File: src/rtl/core/assert_macros.svh
// Assertion macros shared by the converter RTL.
`ifndef ASSERT_MACROS_SVH
`define ASSERT_MACROS_SVH

// Check that cond holds at every clock edge outside reset.
`define ASSERT_ALWAYS(label, clk, rst_n, cond) \
	label: assert property (@(posedge clk) disable iff (!rst_n) (cond)) \
		else $error("assertion failed: invariant");

// Check that cons holds in the same cycle whenever ante holds.
`define ASSERT_IMPLIES(label, clk, rst_n, ante, cons) \
	label: assert property (@(posedge clk) disable iff (!rst_n) (ante) |-> (cons)) \
		else $error("assertion failed: implication");

`endif

File: src/rtl/core/hcv_pkg.sv
// Shared types and constants of the hue-cycle HSV-to-RGB converter.
package hcv_pkg;

	localparam int Q8_W      = 9;
	localparam int CFG_IDX_W = 1;
	localparam int FOLD_W    = 17;
	localparam int C16_W     = 17;
	localparam int NUM_W     = 22;

	localparam logic [CFG_IDX_W-1:0] REG_SATURATION = 1'd0;
	localparam logic [CFG_IDX_W-1:0] REG_BRIGHTNESS = 1'd1;

	localparam logic [Q8_W-1:0] Q8_ONE   = 9'd256;
	localparam logic [Q8_W-1:0] Q8_RESET = 9'd179;

	typedef struct packed {
		logic [7:0]  red_in;
		logic [7:0]  green_in;
		logic [7:0]  blue_in;
		logic [31:0] time_ms;
	} in_word_t;

	typedef struct packed {
		logic [7:0] red_out;
		logic [7:0] green_out;
		logic [7:0] blue_out;
	} out_word_t;

	// Colour seed folded mod 360 up front, time stamp still raw.
	typedef struct packed {
		logic [FOLD_W-1:0] seed_fold;
		logic [31:0]       time_ms;
	} mid_word_t;

	// Terms derived from saturation and value, numerators over 65536*60.
	typedef struct packed {
		logic [C16_W-1:0] c16;
		logic [NUM_W-1:0] cn;
		logic [NUM_W-1:0] mn;
	} cfg_terms_t;

endpackage

File: src/rtl/core/hcv_front.sv
// Front end: accept colour words and fold the colour seed mod 360.
module hcv_front (
	input  logic               push,
	output logic               full,
	input  hcv_pkg::in_word_t  color,
	input  logic               mid_full,
	output logic               mid_push,
	output hcv_pkg::mid_word_t mid_word
);
	import hcv_pkg::*;

	// (r*255 + g)*255 + b is congruent to 225r + 255g + b mod 360.
	assign mid_word.seed_fold = FOLD_W'(color.red_in) * FOLD_W'(225)
		+ FOLD_W'(color.green_in) * FOLD_W'(255)
		+ FOLD_W'(color.blue_in);
	assign mid_word.time_ms = color.time_ms;
	assign mid_push         = push && !mid_full;
	assign full             = mid_full;

endmodule

File: config.mk
export PLATFORM = sky130hd
export DESIGN_NAME = hcv_front
export DESIGN_NICKNAME = d
export VERILOG_FILES = /design/src/rtl/core/assert_macros.svh /design/src/rtl/core/hcv_pkg.sv /design/src/rtl/core/hcv_front.sv
export SDC_FILE = /design/constraint.sdc
export NUM_CORES = 1
export LEC_CHECK = 0
export ABC_AREA = 1
export BUFFER_PORTS_ARGS = -buffer_cell sky130_fd_sc_hd__buf_2
export CORE_MARGIN = 5
export CORE_UTILIZATION = 35
export DETAILED_ROUTE_END_ITERATION = 7
export GPL_TIMING_DRIVEN = 0
export PLACE_DENSITY = 0.68
export SLEW_MARGIN = 20
export SYNTH_ARGS = -nofsm -noshare
export SYNTH_HDL_FRONTEND = slang
export SYNTH_SLANG_ARGS = --single-unit
File: constraint.sdc
create_clock -name vclk -period 23.2
set_clock_uncertainty 0.15 [all_clocks]
set_input_delay 5.8 -clock vclk [all_inputs]
set_output_delay 5.8 -clock vclk [all_outputs]
set_load 0.05 [all_outputs]
# Yosys cells after proc, flatten, opt, wreduce, memory -nomap -nowiden

Index checks and enable logic that the tools add are counted.

$add $sub $neg: 2
Multipliers: 2
Reduce and logical (&&, ||, !) cells: 2

Operator list:

| cell                   | number |
|---|---|
| $mul A8 B8 Y16 const B | 2 |
| $add A16 B16 Y17       | 1 |
| $add A17 B8 Y17        | 1 |
| $logic_and A1 B1 Y1    | 1 |
| $logic_not A1 Y1       | 1 |

Register bits after elaboration: 0
Bits of input ports: 58
Output and inout port bits: 51
Word-level logic and storage cells: 6

# Depth between registers and ports, before layout

Depth in word-level cells: 3
Gate-level depth with buffers: 21
Depth with buffers taken out: 21

# Worst setup path after synthesis

OpenSTA, ideal clock, no wires.

Kind: in2out
Start: in color[43] (netlist bit)
End: out mid_word[42] (netlist bit)
Arrival time: 10.616 ns
Required time: 17.250 ns
Slack: 6.634 ns
Stages: 17
Buffers on the path: 0
Cells stage by stage: inv_1 > fa_1 > inv_1 > fa_1 > fa_1 > fa_1 > fa_1 > inv_1 > fa_1 > inv_1 > ha_1 > nand2_2 > inv_2 > nand2_1 > nor2_1 > nor2_1 > xnor2_1

RTL lines:

| element            | RTL line       | source |
|---|---|---|
| start: declaration | hcv_front.sv:5 | `input hcv_pkg::in_word_t color,` |
| end: declaration   | hcv_front.sv:8 | `output hcv_pkg::mid_word_t mid_word` |

==> out/results.ini <==
[critical_path]
endpoint_kind=primary output
worstSetupPathType=input port to primary output
critPathMaxFanout=5
worstPathRequired_ps=17250
arrival_ps=10690
cp-start-kind=input port

[grt]
antenna_found_initial=0
grt_start_max_net_pins=7
grt_pass1_wl_mm=12.7
grt_use_total_pct=11.6
grt_pass1_vias=2819
overflow=0

[sta]
finalSetupTns_ps=0
slew_violations=0
rsz0062_at_grt=no
maxSlewHeadroom_pct=82.4
worst_slew_pin_slew_ps=261
fmax_mhz=60.1
setup_viol=0
fin_crit_ps=16640
final-hold-violation-count=0
post-route-period-util_pct=71.7

[floorplanning]
die_h_um=114
initial_core_util_pct=35.3
coreArea_um2=10700
dieArea_um2=13000
io-pin-count=109
die_w_um=114
core.rowCount=38

[yosys]
synth_cell_types=19
netlist_area_um2=3790
mappedNetlistNets=675
syn_avg_cell_area_um2=8.05
syn_inst=471
yosysSeqAreaShare_pct=0
ys.warnings.count=0

[drt]
remaining_drc_errors=0
drt_iter0_markers=68
viasPerCell=4.13
wl_per_cell_um=11.0
antenna_left=0
wl_mm=7.54
firstDrtPassIters=4
num_vias=2841

[cts]
post_cts_buffers=0
holdBufCountCts=0
cts_resized=0

[finish]
drive_gt1_share_pct=23.0
postLayoutCellArea_um2=4350
seq_cells=0
clock_buffers=0
antenna_cells=0
syn_to_final_growth_pct=14.8
final_nets=754
final-seq-area_um2=0
final_cell_mix=inv_1, ha_1, buf_2
final_common_cell=inv_1
nFillCells=1140

[worst_hold_path]
hold_class=input port to primary output

[outcome]
status=complete, no violations

[place]
place_congestion=0.812
dpl.hpwl_mm=7.26
placed_cell_area_um2=4350
numPortBuffers=77

[job]
max_cap_violations=0

[layer usage]
metal | up-vias | GRT usage, % | share of wire (%)
met1 | 1318 | 16.1 | 44
met2 | 47 | 21.2 | 52
met4 | 0 | 0.238 | 0.19
met3 | 2 | 0.423 | 4.1
met5 | - | 0 | 0
li1 | 1474 | - | -
[final timing paths]
path              startpoint      endpoint  slack [ps]  depth (start not counted)
setup / recovery   color[43]  mid_word[48]        6560                         21
hold / removal     color[20]  mid_word[20]       11750                          2
[critical path, stage by stage]
cell	delay, ps
buf_2	160
inv_1	80
fa_1	570
inv_1	90
fa_1	510
fa_1	530
fa_1	520
fa_1	550
inv_1	50
fa_1	520
inv_1	40
ha_1	360
nand2_2	80
nor2_1	120
nand2_1	80
nand3_2	100
nand2_1	80
nand2_1	70
nand2_1	40
nand2_1	60
buf_2	260
[Yosys cell counts]
library cell	number	area, um^2
nand3_1	8	40.0
nor2_2	3	18.8
nand2_1	68	255
nor2_1	13	48.8
nand4_1	2	12.5
fa_1	66	1320
xnor2_1	6	52.6
inv_1	164	616
xor2_1	5	43.8
clkinv_1	1	3.75
a21oi_1	8	40.0
ha_1	80	1000
a21oi_2	1	8.76
or2_1	1	6.26
nand2_2	5	31.3
inv_2	4	15.0
buf_4	33	248
nor3_2	2	20.0
nand3_2	1	10.0
[stage by stage]
step | util, % | cells | hold WS [ps] | worst slack, ps
floorplan | - | 471 | 11620 | 6630
global placement | 40.5 | 688 | 11750 | 6580
detailed placement | 40.5 | 688 | 11750 | 6520
CTS | 40.5 | 688 | 11750 | 6520
global route | 40.5 | 688 | 11750 | 6250
finish | 40.5 | 688 | 11750 | 6560
[area by class of cell]
| class | count | area [um^2] | share of cell area, % |
|---|---|---|---|
| Inverter | 169 | 634 | 14.6 |
| Timing Repair Buffer | 77 | 385 | 8.85 |
| Tap cell | 140 | 175 | 4.02 |
| Multi-Input combinational cell | 269 | 2910 | 66.9 |
| Buffer | 33 | 248 | 5.69 |
[kinds of logic (layout without fill, tap and decap cells)]
group	after synthesis	after routing	share of synthesized area (%)
adders and majority gates	146	146	61.2
buffers and inverters	202	279	23.3
and+or+nand+nor	103	103	11.7
AOI/OAI and AO/OA	9	9	1.29
xor gates and xnor gates	11	11	2.54
Power is not shown: default switching activity piles up to over one toggle a cycle in this logic, so the estimate is an artifact.
