[src/rtl/core/assert_macros.svh]
// Assertion macros shared by the converter RTL.
`ifndef ASSERT_MACROS_SVH
`define ASSERT_MACROS_SVH

// Check that cond holds at every clock edge outside reset.
`define ASSERT_ALWAYS(label, clk, rst_n, cond) \
	label: assert property (@(posedge clk) disable iff (!rst_n) (cond)) \
		else $error("assertion failed: invariant");

// Check that cons holds in the same cycle whenever ante holds.
`define ASSERT_IMPLIES(label, clk, rst_n, ante, cons) \
	label: assert property (@(posedge clk) disable iff (!rst_n) (ante) |-> (cons)) \
		else $error("assertion failed: implication");

`endif

[src/rtl/core/hcv_fifo.sv]
// Small register FIFO with push/full and pop/empty sides.
`include "assert_macros.svh"

module hcv_fifo #(
	parameter int WIDTH = 8,
	parameter int DEPTH = 4
) (
	input  logic             clk,
	input  logic             arst_n,
	input  logic             push,
	input  logic [WIDTH-1:0] wdata,
	output logic             full,
	input  logic             pop,
	output logic [WIDTH-1:0] rdata,
	output logic             empty
);

	localparam int PTR_W = (DEPTH > 1) ? $clog2(DEPTH) : 1;
	localparam int CNT_W = $clog2(DEPTH + 1);

	logic [WIDTH-1:0] mem_q [DEPTH];
	logic [PTR_W-1:0] wr_ptr_q;
	logic [PTR_W-1:0] rd_ptr_q;
	logic [CNT_W-1:0] count_q;
	logic             do_push;
	logic             do_pop;

	assign full    = (count_q == CNT_W'(DEPTH));
	assign empty   = (count_q == '0);
	assign do_push = push && !full;
	assign do_pop  = pop && !empty;
	assign rdata   = mem_q[rd_ptr_q];

	always_ff @(posedge clk or negedge arst_n) begin
		if (!arst_n) begin
			wr_ptr_q <= '0;
			rd_ptr_q <= '0;
			count_q  <= '0;
		end else begin
			if (do_push) begin
				wr_ptr_q <= (wr_ptr_q == PTR_W'(DEPTH - 1)) ? '0 : wr_ptr_q + 1'b1;
			end
			if (do_pop) begin
				rd_ptr_q <= (rd_ptr_q == PTR_W'(DEPTH - 1)) ? '0 : rd_ptr_q + 1'b1;
			end
			if (do_push && !do_pop) begin
				count_q <= count_q + 1'b1;
			end else if (do_pop && !do_push) begin
				count_q <= count_q - 1'b1;
			end
		end
	end

	always_ff @(posedge clk) begin
		if (do_push) begin
			mem_q[wr_ptr_q] <= wdata;
		end
	end

	`ASSERT_ALWAYS(a_count_bound, clk, arst_n, count_q <= CNT_W'(DEPTH))

endmodule

[config.mk]
export PLATFORM = sky130hd
export DESIGN_NAME = hcv_fifo
export DESIGN_NICKNAME = d
export VERILOG_FILES = /design/src/rtl/core/hcv_fifo.sv
export VERILOG_INCLUDE_DIRS = /design/src /design/src/rtl/core
export SDC_FILE = /design/constraint.sdc
export NUM_CORES = 1
export LEC_CHECK = 0
export ABC_AREA = 1
export ABC_CLOCK_PERIOD_IN_PS = 2200
export BUFFER_PORTS_ARGS = -buffer_cell sky130_fd_sc_hd__buf_2
export CAP_MARGIN = 30
export CORE_AREA = 2 2 66 68
export DETAILED_ROUTE_END_ITERATION = 10
export DIE_AREA = 0 0 68 70
export RECOVER_POWER = 50
export SYNTH_ARGS = -nofsm -noshare
export SYNTH_HDL_FRONTEND = slang
export SYNTH_SLANG_ARGS = --single-unit
[constraint.sdc]
create_clock -name clk -period 2.2 [get_ports clk]
set_input_delay 0.33 -clock clk [delete_from_list [all_inputs] [get_ports clk]]
set_output_delay 0.33 -clock clk [all_outputs]
set_load 0.02 [all_outputs]
### After elaboration in Yosys (flattened, before gate mapping)

Memory sizes are Yosys's and may differ from the RTL's.
Index checks and enable logic that the tools add are counted.

| storage, ports and cells | value |
|---|---|
| flip-flop bits (word level) | 7 |
| bits in writable memories | 32 |
| input port bits | 12 |
| output and inout port bits | 10 |
| word-level logic and storage cells | 27 |
| memories kept | 1 |

| cells by class | value |
|---|---|
| add/subtract/negate cells | 4 |
| equal/unequal tests | 3 |
| mux-type cells | 6 |
| reduce and logical (&&, ||, !) cells | 10 |

Memory list:

| memory | words | width | rd ports | clocked after memory_dff | write ports | line | RTL |
|---|---|---|---|---|---|---|---|
| mem_q | 4 | 8 | 1 | 0 | 1 | hcv_fifo.sv:21 | `logic [WIDTH-1:0] mem_q [DEPTH];` |

Operator list:

| cell | number |
|---|---|
| 2-to-1 mux 3 bit | 2 |
| adder 2 x 1 -> 2 bit (second input constant) | 2 |
| == test 2 bit (second input constant) | 2 |
| logical AND 1 bit | 4 |
| zero test 1 bit | 4 |
| 2-to-1 mux 2 bit | 2 |
| adder 3 x 1 -> 3 bit (second input constant) | 1 |
| == test 3 bit (second input constant) | 1 |
| zero test 3 bit | 1 |
| subtractor 3 x 1 -> 3 bit (second input constant) | 1 |
| 2-to-1 mux 1 bit | 2 |
| nonzero test 2 bit | 1 |

### Logic depth before layout (Yosys ltp)

| depth | value |
|---|---|
| depth after elaboration | 7 |
| mapped depth | 12 |
| mapped depth without buffers | 12 |

### Worst setup path after synthesis

Ideal clock, no wire load.

| timing | value |
|---|---|
| path type | reg-to-reg |
| start | register count_q[0] |
| end | register count_q[1] |
| library setup time | 126 ps |
| arrival time | 1567 ps |
| required time | 2074 ps |
| setup slack | 507 ps |
| cell stages (with the launch flop) | 10 |
| buffers on the path | 0 |
| clock period less this slack | 1693 ps |
| cells stage by stage | dfrtp_1 -> inv_2 -> nand3_1 -> nand2_2 -> inv_1 -> ha_1 -> inv_1 -> fa_1 -> nand2_1 -> o21ai_0 |

| on the way | value |
|---|---|
| word-level cells in the longest chain between the ends | 6 |
| elaborated cells between the ends (all ways) | 15 |
| those cells by class | add/sub: 2; eq/ne: 1; mux: 2; reduce/logical: 10 |

Ends and longest elaborated chain:

| what | line | RTL |
|---|---|---|
| start: declaration | hcv_fifo.sv:24 | `logic [CNT_W-1:0] count_q;` |
| start signal: assignment | hcv_fifo.sv:47 | `count_q <= count_q + 1'b1;` |
| start signal: assignment | hcv_fifo.sv:49 | `count_q <= count_q - 1'b1;` |
| == test 3 bit * | hcv_fifo.sv:28 | `assign full = (count_q == CNT_W'(DEPTH));` |
| zero test 1 bit * | hcv_fifo.sv:30 | `assign do_push = push && !full;` |
| logical AND 1 bit * | hcv_fifo.sv:30 |  |
| via do_push | hcv_fifo.sv:25 | `logic do_push;` |
| zero test 1 bit | hcv_fifo.sv:48 | `end else if (do_pop && !do_push) begin` |
| logical AND 1 bit | hcv_fifo.sv:48 |  |
| nonzero test 2 bit (no line) | - |  |

Mark *: on every way through the listed nets, which the timed path passes. The rest lies on a longest branch. The select of a mux whose other input is x is not followed.
A chain may end at the register's enable or synchronous reset.

### Final worst setup path

| timing | value |
|---|---|
| start | register rd_ptr_q[0] |
| end | output rdata[2] |

| on the way | value |
|---|---|
| word-level cells in the longest chain between the ends | 1 |

Ends and longest elaborated chain:

| what | line | RTL |
|---|---|---|
| start: declaration | hcv_fifo.sv:23 | `logic [PTR_W-1:0] rd_ptr_q;` |
| start signal: assignment | hcv_fifo.sv:44 | `rd_ptr_q <= (rd_ptr_q == PTR_W'(DEPTH - 1)) ? '0 : rd_ptr_q + 1'b1;` |
| memory (4 x 8 bit) | - |  |
| end: declaration | hcv_fifo.sv:14 | `output logic [WIDTH-1:0] rdata,` |

Every way passes these cells.

==> metrics.yaml <==
status:
  status: "finished clean"
floorplan:
  start_util_pct: 42.5
  die_y_um: 70
  core_area_um2: 4140
  die_x_um: 68
  io_pins: 22
  rows: 24
  dieArea_um2: 4760
logic_synthesis:
  synth_top_area_share_pct: 54.6
  ys_seq_area_share_pct: 64.6
  syn_nets: 173
  ys_seq_elements: 39
  yosysTopAreaCell: "edfxtp_1"
  syn_area_um2: 1760
  synthCells: 154
  synthDistinctLibCells: 16
  netlist_top_cells_area: "edfxtp_1, dfrtp_1, nand2_1"
  syn_area_per_cell_um2: 11.4
  yosys_warnings: 0
cts:
  clock_path_buffers: 2
  cts_made_buffers: 5
  htreeDepth: 2
  clock-root-buffer: "clkbuf_8"
  post-cts-setup-buffers: 0
  insertion_delay_ns: 0.29
  tritoncts: "yes"
  clk_pin_slew_worst_paths_ns: 0.08
  clock-sinks: 39
setup_path:
  crit_path_frequent_cell: "nand2_1"
  worst_setup_path_end_kind: "output port"
  r2r_slack_ns: 0.25
  cp_slowest_cell: "clkbuf_2"
  crit_chain: "clkbuf_2, nand2_1, o211ai_1, nand2_1, buf_2"
  required_ns: 1.87
  arrival_ns: 1.64
  rr_endpoint: "count_q[1]"
  startpoint_type: "register"
  cp_slowest_stage_delay_ns: 0.52
  path_class: "reg2out"
  r2r-start: "count_q[0]"
  reg2reg_depth: 9
  worst-path-max-fanout: 35
detailed_routing:
  drt_pass1_iterations: 6
  vias: 1101
  ant_nets: 0
  finalWirelength_mm: 3.01
  drt_iter0_markers: 20
  wire_per_inst_um: 12.6
  avgViaCountPerCell: 4.63
  drc: 0
sta:
  tightest_slew_ns: 0.650
  finalHoldViolCount: 0
  finClkSkew_ns: 0.00611
  fmax_mhz: 509
  period_share_pct: 89.3
  setup_tns_ns: 0
  max_slew_margin_pct: 56.7
  finalCriticalPeriod_ns: 1.97
  whs_ns: 0.291
  rsz0062_at_grt: "false"
  finalSetupViolCount: 0
  final_max_slew_viol_count: 0
place:
  io_buffers: 21
  placedInstanceArea_um2: 1930
  gp_congestion: 0.682
  dpl.hpwl_mm: 2.05
cells_and_area:
  final_area_um2: 2030
  seq_area_um2: 1140
  drive_gt1_share_pct: 14.5
  area_growth_pct: 15.3
  nets: 204
  multi_input_area_um2: 444
  n_fill_cell: 388
  antenna_cells: 0
run:
  drv_cap: 0
power_and_ir_drop:
  ir_worst_vdd_mv: 0.527
  power_leakage_nw: 0.901
  powerDensity_nw_per_um2: 1360
global_routing:
  grt_max_degree: 36
  grt_pass1_wl_mm: 4.89
  antenna_found_initial: 0
  grt.total_usage_pct: 14.6
  overflow: 0
  grt_pass1_vias: 1074
worst_hold_path:
  holdCritStartpoint: "wdata[3]"
  whs_path_depth: 1
  worstHoldPathType: "in2reg"
  hold_end: "mem_q[1][3]"
[layout make-up]
class	count	area share (%)
multi-input cells	78	21.9
clock buffers	5	3.39
well taps	52	3.21
clock inverters	3	2.16
flip-flops and latches	39	56.0
repair buffers	29	7.40
inverters	32	5.92
[power breakdown]
part           switching, mW  internal, mW  leakage, nW
Clock                  0.251         0.337       0.0581
Sequential            0.0780         0.992        0.378
Combinational          0.723         0.379        0.465
Total                   1.05          1.71        0.901
[cell families after synthesis]
| family | share of synthesized area (%) |
|---|---|
| fa+ha+maj | 5.41 |
| compound gates | 7.40 |
| simple gates | 12.1 |
| buf+inv | 10.0 |
| xor+xnor | 0.498 |
| flops | 64.6 |
[cell usage after synthesis]
master and number:
nor2_1 6, xnor2_1 1, o21ai_0 1, inv_1 31, ha_1 6, o211ai_1 15
fa_1 1, o211ai_2 1, dfrtp_1 7, buf_6 5, nand2_2 1, nand3_1 7
nand2_1 38, nand4_1 1, edfxtp_1 32, inv_2 1
[worst max path at each step]
stage / startpoint / to / slack (ns) / cells after the start
3_3_place_gp: count_q[0] / count_q[1] / 0.42 / 9
2_1_floorplan: count_q[0] / count_q[1] / 0.51 / 9
5_1_grt: rd_ptr_q[0] / rdata[0] / 0.1 / 5
4_1_cts: count_q[0] / count_q[1] / 0.30 / 9
6_report: rd_ptr_q[0] / rdata[2] / 0.23 / 5
3_5_place_dp: count_q[0] / count_q[1] / 0.31 / 9
[flip-flops by register name, indices dropped and copies added, names as in the netlist]
| name | count |
|---|---|
| wr_ptr_q | 2 |
| count_q | 3 |
| mem_q | 32 |
| rd_ptr_q | 2 |
[layer usage]
layer | share of wire (%) | vias up | track usage (%)
met4 | 1.8 | 0 | 6.00
met5 | 0 | - | 0
li1 | - | 565 | -
met3 | 4.3 | 6 | 4.99
met2 | 50 | 18 | 24.5
met1 | 43 | 512 | 16.7
[per-stage QoR]
step           util, %  worst slack [ns]  instances  total power [mW]
2_1_floorplan        -             0.507        154              1.93
3_3_place_gp      46.5             0.425        229              2.17
3_5_place_dp      46.5             0.311        229              2.22
4_1_cts           49.4             0.296        238              2.81
5_1_grt           48.9            0.0973        238              2.97
6_report          48.9             0.234        238              2.76
[cell usage in the layout, fill, tap and decap left out]
cell	count
clkbuf_1	10
dlygate4sd3_1	1
o211ai_2	1
dfrtp_1	7
xnor2_1	1
o21ai_0	1
edfxtp_1	32
nor2_1	6
inv_1	32
buf_2	12
nand2_1	39
buf_4	5
clkbuf_2	1
clkbuf_8	5
bufinv_16	1
ha_1	6
nand3_1	7
nand4_1	1
clkinv_2	1
o211ai_1	15
fa_1	1
clkinv_4	1
[repair_timing]
item | CTS | global route
hold buffers | 1 | 0
gates resized for setup | 0 | 0
hold endpoints to repair | 7 | 0
[worst max-delay path: cells and delay by family (launching register included)]
family	cells	cell delay (ns)
AOI/OAI and AO/OA	1	0.12
DFF	1	0.32
and+or+nand+nor	2	0.22
buffers and inverters	2	0.68
No activity file was read; power rests on OpenSTA's default activity.
