--- config.mk ---
export PLATFORM = sky130hd
export DESIGN_NAME = hcv_cfg
export DESIGN_NICKNAME = d
export VERILOG_FILES = /design/src/rtl/core/assert_macros.svh /design/src/rtl/core/hcv_pkg.sv /design/src/rtl/core/hcv_cfg.sv
export SDC_FILE = /design/constraint.sdc
export NUM_CORES = 1
export LEC_CHECK = 0
export BUFFER_PORTS_ARGS = -buffer_cell sky130_fd_sc_hd__buf_2
export CORE_ASPECT_RATIO = 0.8
export CORE_MARGIN = 2
export CORE_UTILIZATION = 50
export DETAILED_ROUTE_END_ITERATION = 7
export GPL_TIMING_DRIVEN = 0
export PLACE_DENSITY = 0.65
export SYNTH_ARGS = -nofsm -noshare
export SYNTH_HDL_FRONTEND = slang
export SYNTH_SLANG_ARGS = --single-unit
--- constraint.sdc ---
create_clock -name clk -period 5.8 [get_ports clk]
set_input_delay 1.16 -clock clk [delete_from_list [all_inputs] [get_ports clk]]
set_output_delay 1.16 -clock clk [all_outputs]
set_load 0.05 [all_outputs]
--- src/rtl/core/assert_macros.svh ---
// Assertion macros shared by the converter RTL.
`ifndef ASSERT_MACROS_SVH
`define ASSERT_MACROS_SVH

// Check that cond holds at every clock edge outside reset.
`define ASSERT_ALWAYS(label, clk, rst_n, cond) \
	label: assert property (@(posedge clk) disable iff (!rst_n) (cond)) \
		else $error("assertion failed: invariant");

// Check that cons holds in the same cycle whenever ante holds.
`define ASSERT_IMPLIES(label, clk, rst_n, ante, cons) \
	label: assert property (@(posedge clk) disable iff (!rst_n) (ante) |-> (cons)) \
		else $error("assertion failed: implication");

`endif

--- src/rtl/core/hcv_pkg.sv ---
// Shared types and constants of the hue-cycle HSV-to-RGB converter.
package hcv_pkg;

	localparam int Q8_W      = 9;
	localparam int CFG_IDX_W = 1;
	localparam int FOLD_W    = 17;
	localparam int C16_W     = 17;
	localparam int NUM_W     = 22;

	localparam logic [CFG_IDX_W-1:0] REG_SATURATION = 1'd0;
	localparam logic [CFG_IDX_W-1:0] REG_BRIGHTNESS = 1'd1;

	localparam logic [Q8_W-1:0] Q8_ONE   = 9'd256;
	localparam logic [Q8_W-1:0] Q8_RESET = 9'd179;

	typedef struct packed {
		logic [7:0]  red_in;
		logic [7:0]  green_in;
		logic [7:0]  blue_in;
		logic [31:0] time_ms;
	} in_word_t;

	typedef struct packed {
		logic [7:0] red_out;
		logic [7:0] green_out;
		logic [7:0] blue_out;
	} out_word_t;

	// Colour seed folded mod 360 up front, time stamp still raw.
	typedef struct packed {
		logic [FOLD_W-1:0] seed_fold;
		logic [31:0]       time_ms;
	} mid_word_t;

	// Terms derived from saturation and value, numerators over 65536*60.
	typedef struct packed {
		logic [C16_W-1:0] c16;
		logic [NUM_W-1:0] cn;
		logic [NUM_W-1:0] mn;
	} cfg_terms_t;

endpackage

--- src/rtl/core/hcv_cfg.sv ---
// Configuration registers and the chroma terms derived from them.
module hcv_cfg (
	input  logic                                clk,
	input  logic                                arst_n,
	input  logic                                cfg_we,
	input  logic [hcv_pkg::CFG_IDX_W-1:0]       cfg_index,
	input  logic [hcv_pkg::Q8_W-1:0]            cfg_data,
	output hcv_pkg::cfg_terms_t                 terms
);
	import hcv_pkg::*;

	logic [Q8_W-1:0]  sat_q;
	logic [Q8_W-1:0]  bri_q;
	logic [Q8_W-1:0]  sat_clamp;
	logic [Q8_W-1:0]  bri_clamp;
	logic [C16_W-1:0] c16_q;
	logic [C16_W-1:0] v16_q;
	cfg_terms_t       terms_q;

	always_ff @(posedge clk or negedge arst_n) begin
		if (!arst_n) begin
			sat_q <= Q8_RESET;
			bri_q <= Q8_RESET;
		end else if (cfg_we) begin
			unique case (cfg_index)
				REG_SATURATION: sat_q <= cfg_data;
				REG_BRIGHTNESS: bri_q <= cfg_data;
				default: ;
			endcase
		end
	end

	// Saturate anything above one.
	assign sat_clamp = (sat_q > Q8_ONE) ? Q8_ONE : sat_q;
	assign bri_clamp = (bri_q > Q8_ONE) ? Q8_ONE : bri_q;

	always_ff @(posedge clk) begin
		c16_q       <= C16_W'(sat_clamp) * C16_W'(bri_clamp);
		v16_q       <= {bri_clamp, 8'd0};
		terms_q.c16 <= c16_q;
		terms_q.cn  <= NUM_W'(c16_q) * NUM_W'(60);
		terms_q.mn  <= NUM_W'(v16_q - c16_q) * NUM_W'(60);
	end

	assign terms = terms_q;

endmodule

* After elaboration in Yosys (flattened, before gate mapping)
Cells that the tools add are included.
** Operators by class
- Add/subtract/negate cells :: 1
- $mul :: 3
- Magnitude comparators :: 2
- Multiplexer cells :: 2
- Bitwise gates (word level) :: 1
- Reductions and logical operators :: 2
** Operators with widths (number)
- multiplier 22 x 4 -> 20 bit (second input constant) :: 1
- multiplier 17 x 4 -> 20 bit (second input constant) :: 1
- > comparator 9 bit (second input constant) :: 2
- two-way mux 9 bit :: 2
- subtractor 17 x 17 -> 18 bit :: 1
- multiplier 9 x 9 -> 17 bit :: 1
- AND reduction 2 bit :: 2
- NOT 1 bit :: 1
** Storage, ports and cells
- Register bits :: 101
- Bits of input ports :: 13
- Output and inout port bits :: 61
- Logic and storage cells :: 18

* Depth between registers and ports, before layout
- Depth in word-level cells :: 3
- Mapped depth :: 21
- Depth with buffers taken out :: 21

* Worst setup path after synthesis
Ideal clock, no wire load.
- Path type :: flip-flop to flip-flop
- Start point :: reg bri_q[8]
- End point :: reg c16_q[14]
- Setup time :: 0.072 ns
- Data arrival time :: 4.561 ns
- Required time :: 5.728 ns
- Path slack :: 1.167 ns
- Cell stages (with the launch flop) :: 21
- Buffers on the path :: 2
- Period minus slack after synthesis :: 4.633 ns
- Cell sequence :: dfrtp_1 > clkbuf_1 > clkbuf_1 > nand2b_1 > inv_1 > nand2_1 > fa_1 > fa_1 > inv_1 > fa_1 > inv_1 > fa_1 > inv_1 > ha_1 > o21a_1 > o31a_1 > o211ai_1 > nand2_1 > a41oi_1 > nor2b_1 > xnor2_1
** On the way
- Longest elaborated chain between the ends :: 3
** RTL lines
- start, declared :: line hcv_cfg.sv:13 : logic [Q8_W-1:0] bri_q;
- start signal, assigned :: line hcv_cfg.sv:27 : REG_BRIGHTNESS: bri_q <= cfg_data;
- > comparator 9 bit :: line hcv_cfg.sv:35 : assign bri_clamp = (bri_q > Q8_ONE) ? Q8_ONE : bri_q;
- two-way mux 9 bit :: line hcv_cfg.sv:35
- named net bri_clamp[6] :: line hcv_cfg.sv:15 : logic [Q8_W-1:0] bri_clamp;
- multiplier 9 x 9 -> 17 bit :: line hcv_cfg.sv:38 : c16_q <= C16_W'(sat_clamp) * C16_W'(bri_clamp);
- end signal, assigned :: line hcv_cfg.sv:38
- end, declared :: line hcv_cfg.sv:16 : logic [C16_W-1:0] c16_q;
The timed path passes the listed nets, and every way through them passes these cells.
A chain may end at the register's enable or synchronous reset.

* Worst setup path in the final report
- Start point :: reg sat_q[8]
- End point :: reg c16_q[15]
** On the way
- Longest elaborated chain between the ends :: 3
** RTL lines
- start, declared :: line hcv_cfg.sv:12 : logic [Q8_W-1:0] sat_q;
- start signal, assigned :: line hcv_cfg.sv:26 : REG_SATURATION: sat_q <= cfg_data;
- > comparator 9 bit :: line hcv_cfg.sv:34 : assign sat_clamp = (sat_q > Q8_ONE) ? Q8_ONE : sat_q;
- two-way mux 9 bit * :: line hcv_cfg.sv:34
- multiplier 9 x 9 -> 17 bit * :: line hcv_cfg.sv:38
Mark *: on every way between the ends. The rest lies on a longest branch, timed or not.

==> key figures <==
Synthesis
  – Post-synth design cell area: 8660 um2
  – YS warnings: 0
  – Post-synth top flop: sky130_fd_sc_hd__dfxtp_1
  – Async SR Flop Fraction: around 18%
  – Cells after synthesis: ~870
  – Dominant cells by area after synthesis: sky130_fd_sc_hd__fa_1 (26%), sky130_fd_sc_hd__dfxtp_1 (19%), sky130_fd_sc_hd__ha_1 (14%)
  – Largest area contributor in the synthesized netlist: sky130_fd_sc_hd__fa_1
  – Distinct cell type count after synthesis: 54
  – Avg Inst Size Synth: 9.94 um2
  – Number of flip-flops and latches in the synthesized netlist: 99
  – Proportion of synthesized chip area in sequential cells: roughly 24%
  – Synth top area share: between 20 and 30%
  – EDFF count, synth: 0
  – Most used standard cell by instance count after synthesis: sky130_fd_sc_hd__inv_1
  – Cell types with the highest counts after synthesis: sky130_fd_sc_hd__inv_1 (138), sky130_fd_sc_hd__fa_1 (112), sky130_fd_sc_hd__ha_1 (94), sky130_fd_sc_hd__dfxtp_1 (81), sky130_fd_sc_hd__nand2_1 (67)

Worst setup path
  – Worst path required time: ~6100 ps
  – FF-to-FF setup slack: ~400 ps
  – CP max-delay cell: sky130_fd_sc_hd__fa_1
  – CP max stage delay: ~560 ps
  – Arrival time worst endpoint: about 5700 ps
  – Chain of cells forming the critical path: clkbuf_1 > nor2b_1 > nand2_1 > fa_1 > inv_1 > fa_1 > inv_1 > fa_1 > fa_1 > inv_1 > ha_1 > nand2_1 > o21ai_0 > nor4_1 > o31ai_1 > o21ai_0 > a21boi_0 > xor2_1
  – Highest fanout seen on the critical path: 10
  – Worst Setup Start Kind: flip-flop
  – Type of the worst setup path: flip-flop to flip-flop
  – Count of buffering cells on the critical path with inverters included: 4
  – Critical path capture point type: flip-flop
  – Crit-path leading delay family: adder cells
  – Most used cell, CP: sky130_fd_sc_hd__fa_1

Floorplanning
  – Die width: approximately 150 um
  – Starting utilization of the core area: 50.5%
  – Row count: between 40 and 50
  – I/O Pins: between 70 and 80
  – Overall die area: between 15,000 and 20,000 um2
  – Core outline area: between 15,000 and 20,000 um2
  – Die Height: between 100 and 150 um

Placed design
  – Total half-perimeter wirelength after legalization and detailed placement: 12.7 mm
  – # port buffers: 69
  – Global placer's final weighted congestion: approximately 0.94

Clock tree
  – H-tree lvl count: 3
  – Post-CTS Setup Inserts: 0
  – Max Buffers Root-to-Sink: 2
  – Clock latency of the later-clocked register in the worst-skew pair: between 300 and 400 ps
  – Post_cts resized: 0
  – Clk pin slew, worst setup/hold paths: approximately 70 ps
  – Inserted Clock Buffers: 9
  – TritonCTS clock tree: yes
  – CTS Hold Bufs: 0
  – Clock tree root driver cell: sky130_fd_sc_hd__clkbuf_16
  – Number of sinks driven by the clock tree: just under 100

Detailed routing
  – Routed vias/inst: between 4 and 5
  – Post-detailed-route DRC marker count: 0
  – Iteration count of the initial detailed-routing pass: 4
  – Wirelength per Cell: ~13 um
  – Total via count after detailed routing: 5,864
  – Wirelength, routed: about 15 mm
  – DR iter-0 viols: between 150 and 200
  – Remaining antenna violation count after routing: 0

STA
  – Headroom to the max-slew limit: between 30% and 40%
  – Final period demand of the worst path: 5400 ps
  – Post-route fraction of the period consumed by the critical path: between 90 and 100%
  – Final hold vios: 0
  – Top achievable clock speed: 0.185 GHz
  – Unrepaired setup endpoints after global routing: no
  – Total negative slack for setup checks: 0 ps
  – Maximum clock skew at final layout: approximately 6.5 ps
  – Final setup viols: 0
  – Transition time at the pin with the least slew margin: roughly 960 ps
  – Number of max-slew violations in the final report: 0

Hold path
  – Kind of path behind the tightest hold check: flip-flop to flip-flop

Final layout
  – Area of the multi-input gates: roughly 6000 um2
  – Number of nets in the layout: 1,174
  – Number of antenna cells inserted: 0
  – P&R area growth vs syn: 10.9%
  – # fillers: about 1,500
  – Sequential standard cell area: between 2000 and 2500 um2
  – Share of cells above drive strength 1: a little over an eighth

GRT
  – Total global routing overflow: 0
  – Via count of the first global-routing pass: 5,579
  – GRT Util Overall: 18.2%
  – Initial antenna violation count: 0
  – Pin count of the biggest net entering global routing: 19
  – First-pass GRT wire length: 26.5 mm

Flow run
  – Max-cap check violation count: 0

Outcome
  – Result of the run: finished, final reports clean
logic make-up after synthesis:
| group | share of synthesized area, % |
|---|---|
| simple gates | 10.7 |
| compound gates | 9.85 |
| other cells | 0.0433 |
| xor+xnor | 6.57 |
| buf+inv | 6.99 |
| fa+ha+maj | 39.5 |
| mux | 2.34 |
| flops | 24.1 |
metal layers:
metal	up-vias	GRT usage (%)	wire, um
met5	-	0	0
met4	0	5.72	314
met3	16	3.48	570
met2	89	27.6	6760
met1	2826	26.4	7690
li1	2933	-	-
area by class of cell:
class | count | share of cell area [%]
multi-input combinational | 621 | 62.3
sequential | 99 | 21.7
tap | 225 | 2.93
buffer | 17 | 0.912
timing repair buffer | 69 | 3.60
inverter | 138 | 5.39
clock buffer | 12 | 2.57
clock inverter | 4 | 0.586
through the flow:
stage	cell area [um2]	util, %	std cells	hold WS [ps]	setup slack [ps]
floorplan	8680	-	875	437	1170
finish	9610	56.0	1185	489	400
detailed placement	9300	54.2	1169	480	423
global placement	9300	54.2	1169	478	417
global route	9610	56.0	1185	507	17.1
CTS	9610	56.0	1185	493	385
path summary, 6_finish.rpt:
check	endpoint	from	cells past startpoint
setup reg to reg	c16_q[15]	sat_q[8]	18
setup / recovery	c16_q[15]	sat_q[8]	18
min in group asynchronous	bri_q[3]	arst_n	1
max in group asynchronous	bri_q[0]	arst_n	1
hold / removal	terms[45]	c16_q[1]	0
hold reg to reg	terms[45]	c16_q[1]	0
flip-flops by register name (all words and copies together) (netlist names):
| signal | count |
|---|---|
| c16_q | 17 |
| bri_q | 9 |
| terms | 55 |
| v16_q | 9 |
| sat_q | 9 |
cells in the final DEF, fill, tap and decap left out, types with 2 or more instances in the layout:
| master | n |
|---|---|
| sky130_fd_sc_hd__inv_1 | 138 |
| sky130_fd_sc_hd__fa_1 | 112 |
| sky130_fd_sc_hd__ha_1 | 94 |
| sky130_fd_sc_hd__dfxtp_1 | 81 |
| sky130_fd_sc_hd__buf_2 | 70 |
| sky130_fd_sc_hd__nand2_1 | 67 |
| sky130_fd_sc_hd__nor2_1 | 62 |
| sky130_fd_sc_hd__xnor2_1 | 50 |
| sky130_fd_sc_hd__a21oi_1 | 33 |
| sky130_fd_sc_hd__o21ai_0 | 23 |
| sky130_fd_sc_hd__nand2b_1 | 19 |
| sky130_fd_sc_hd__mux2_2 | 18 |
| sky130_fd_sc_hd__xor2_1 | 15 |
| sky130_fd_sc_hd__nor2b_1 | 15 |
| sky130_fd_sc_hd__a21o_1 | 15 |
| sky130_fd_sc_hd__clkbuf_1 | 12 |
| sky130_fd_sc_hd__and2_1 | 11 |
| sky130_fd_sc_hd__o21a_1 | 10 |
| sky130_fd_sc_hd__dfstp_2 | 10 |
| sky130_fd_sc_hd__clkbuf_16 | 9 |
| sky130_fd_sc_hd__nor3_1 | 8 |
| sky130_fd_sc_hd__nand3_1 | 8 |
| sky130_fd_sc_hd__dfrtp_1 | 8 |
| sky130_fd_sc_hd__o21bai_1 | 6 |
| sky130_fd_sc_hd__o211ai_1 | 6 |
| sky130_fd_sc_hd__buf_4 | 6 |
| sky130_fd_sc_hd__a211oi_1 | 5 |
| sky130_fd_sc_hd__o21ai_1 | 5 |
| sky130_fd_sc_hd__conb_1 | 4 |
| sky130_fd_sc_hd__or2_2 | 3 |
| sky130_fd_sc_hd__a21boi_0 | 3 |
| sky130_fd_sc_hd__a31oi_1 | 3 |
| sky130_fd_sc_hd__a21oi_2 | 3 |
| sky130_fd_sc_hd__inv_6 | 3 |
| sky130_fd_sc_hd__a31o_1 | 2 |
Power is not shown: default switching activity piles up to over one toggle a cycle in this logic, so the estimate is an artifact.
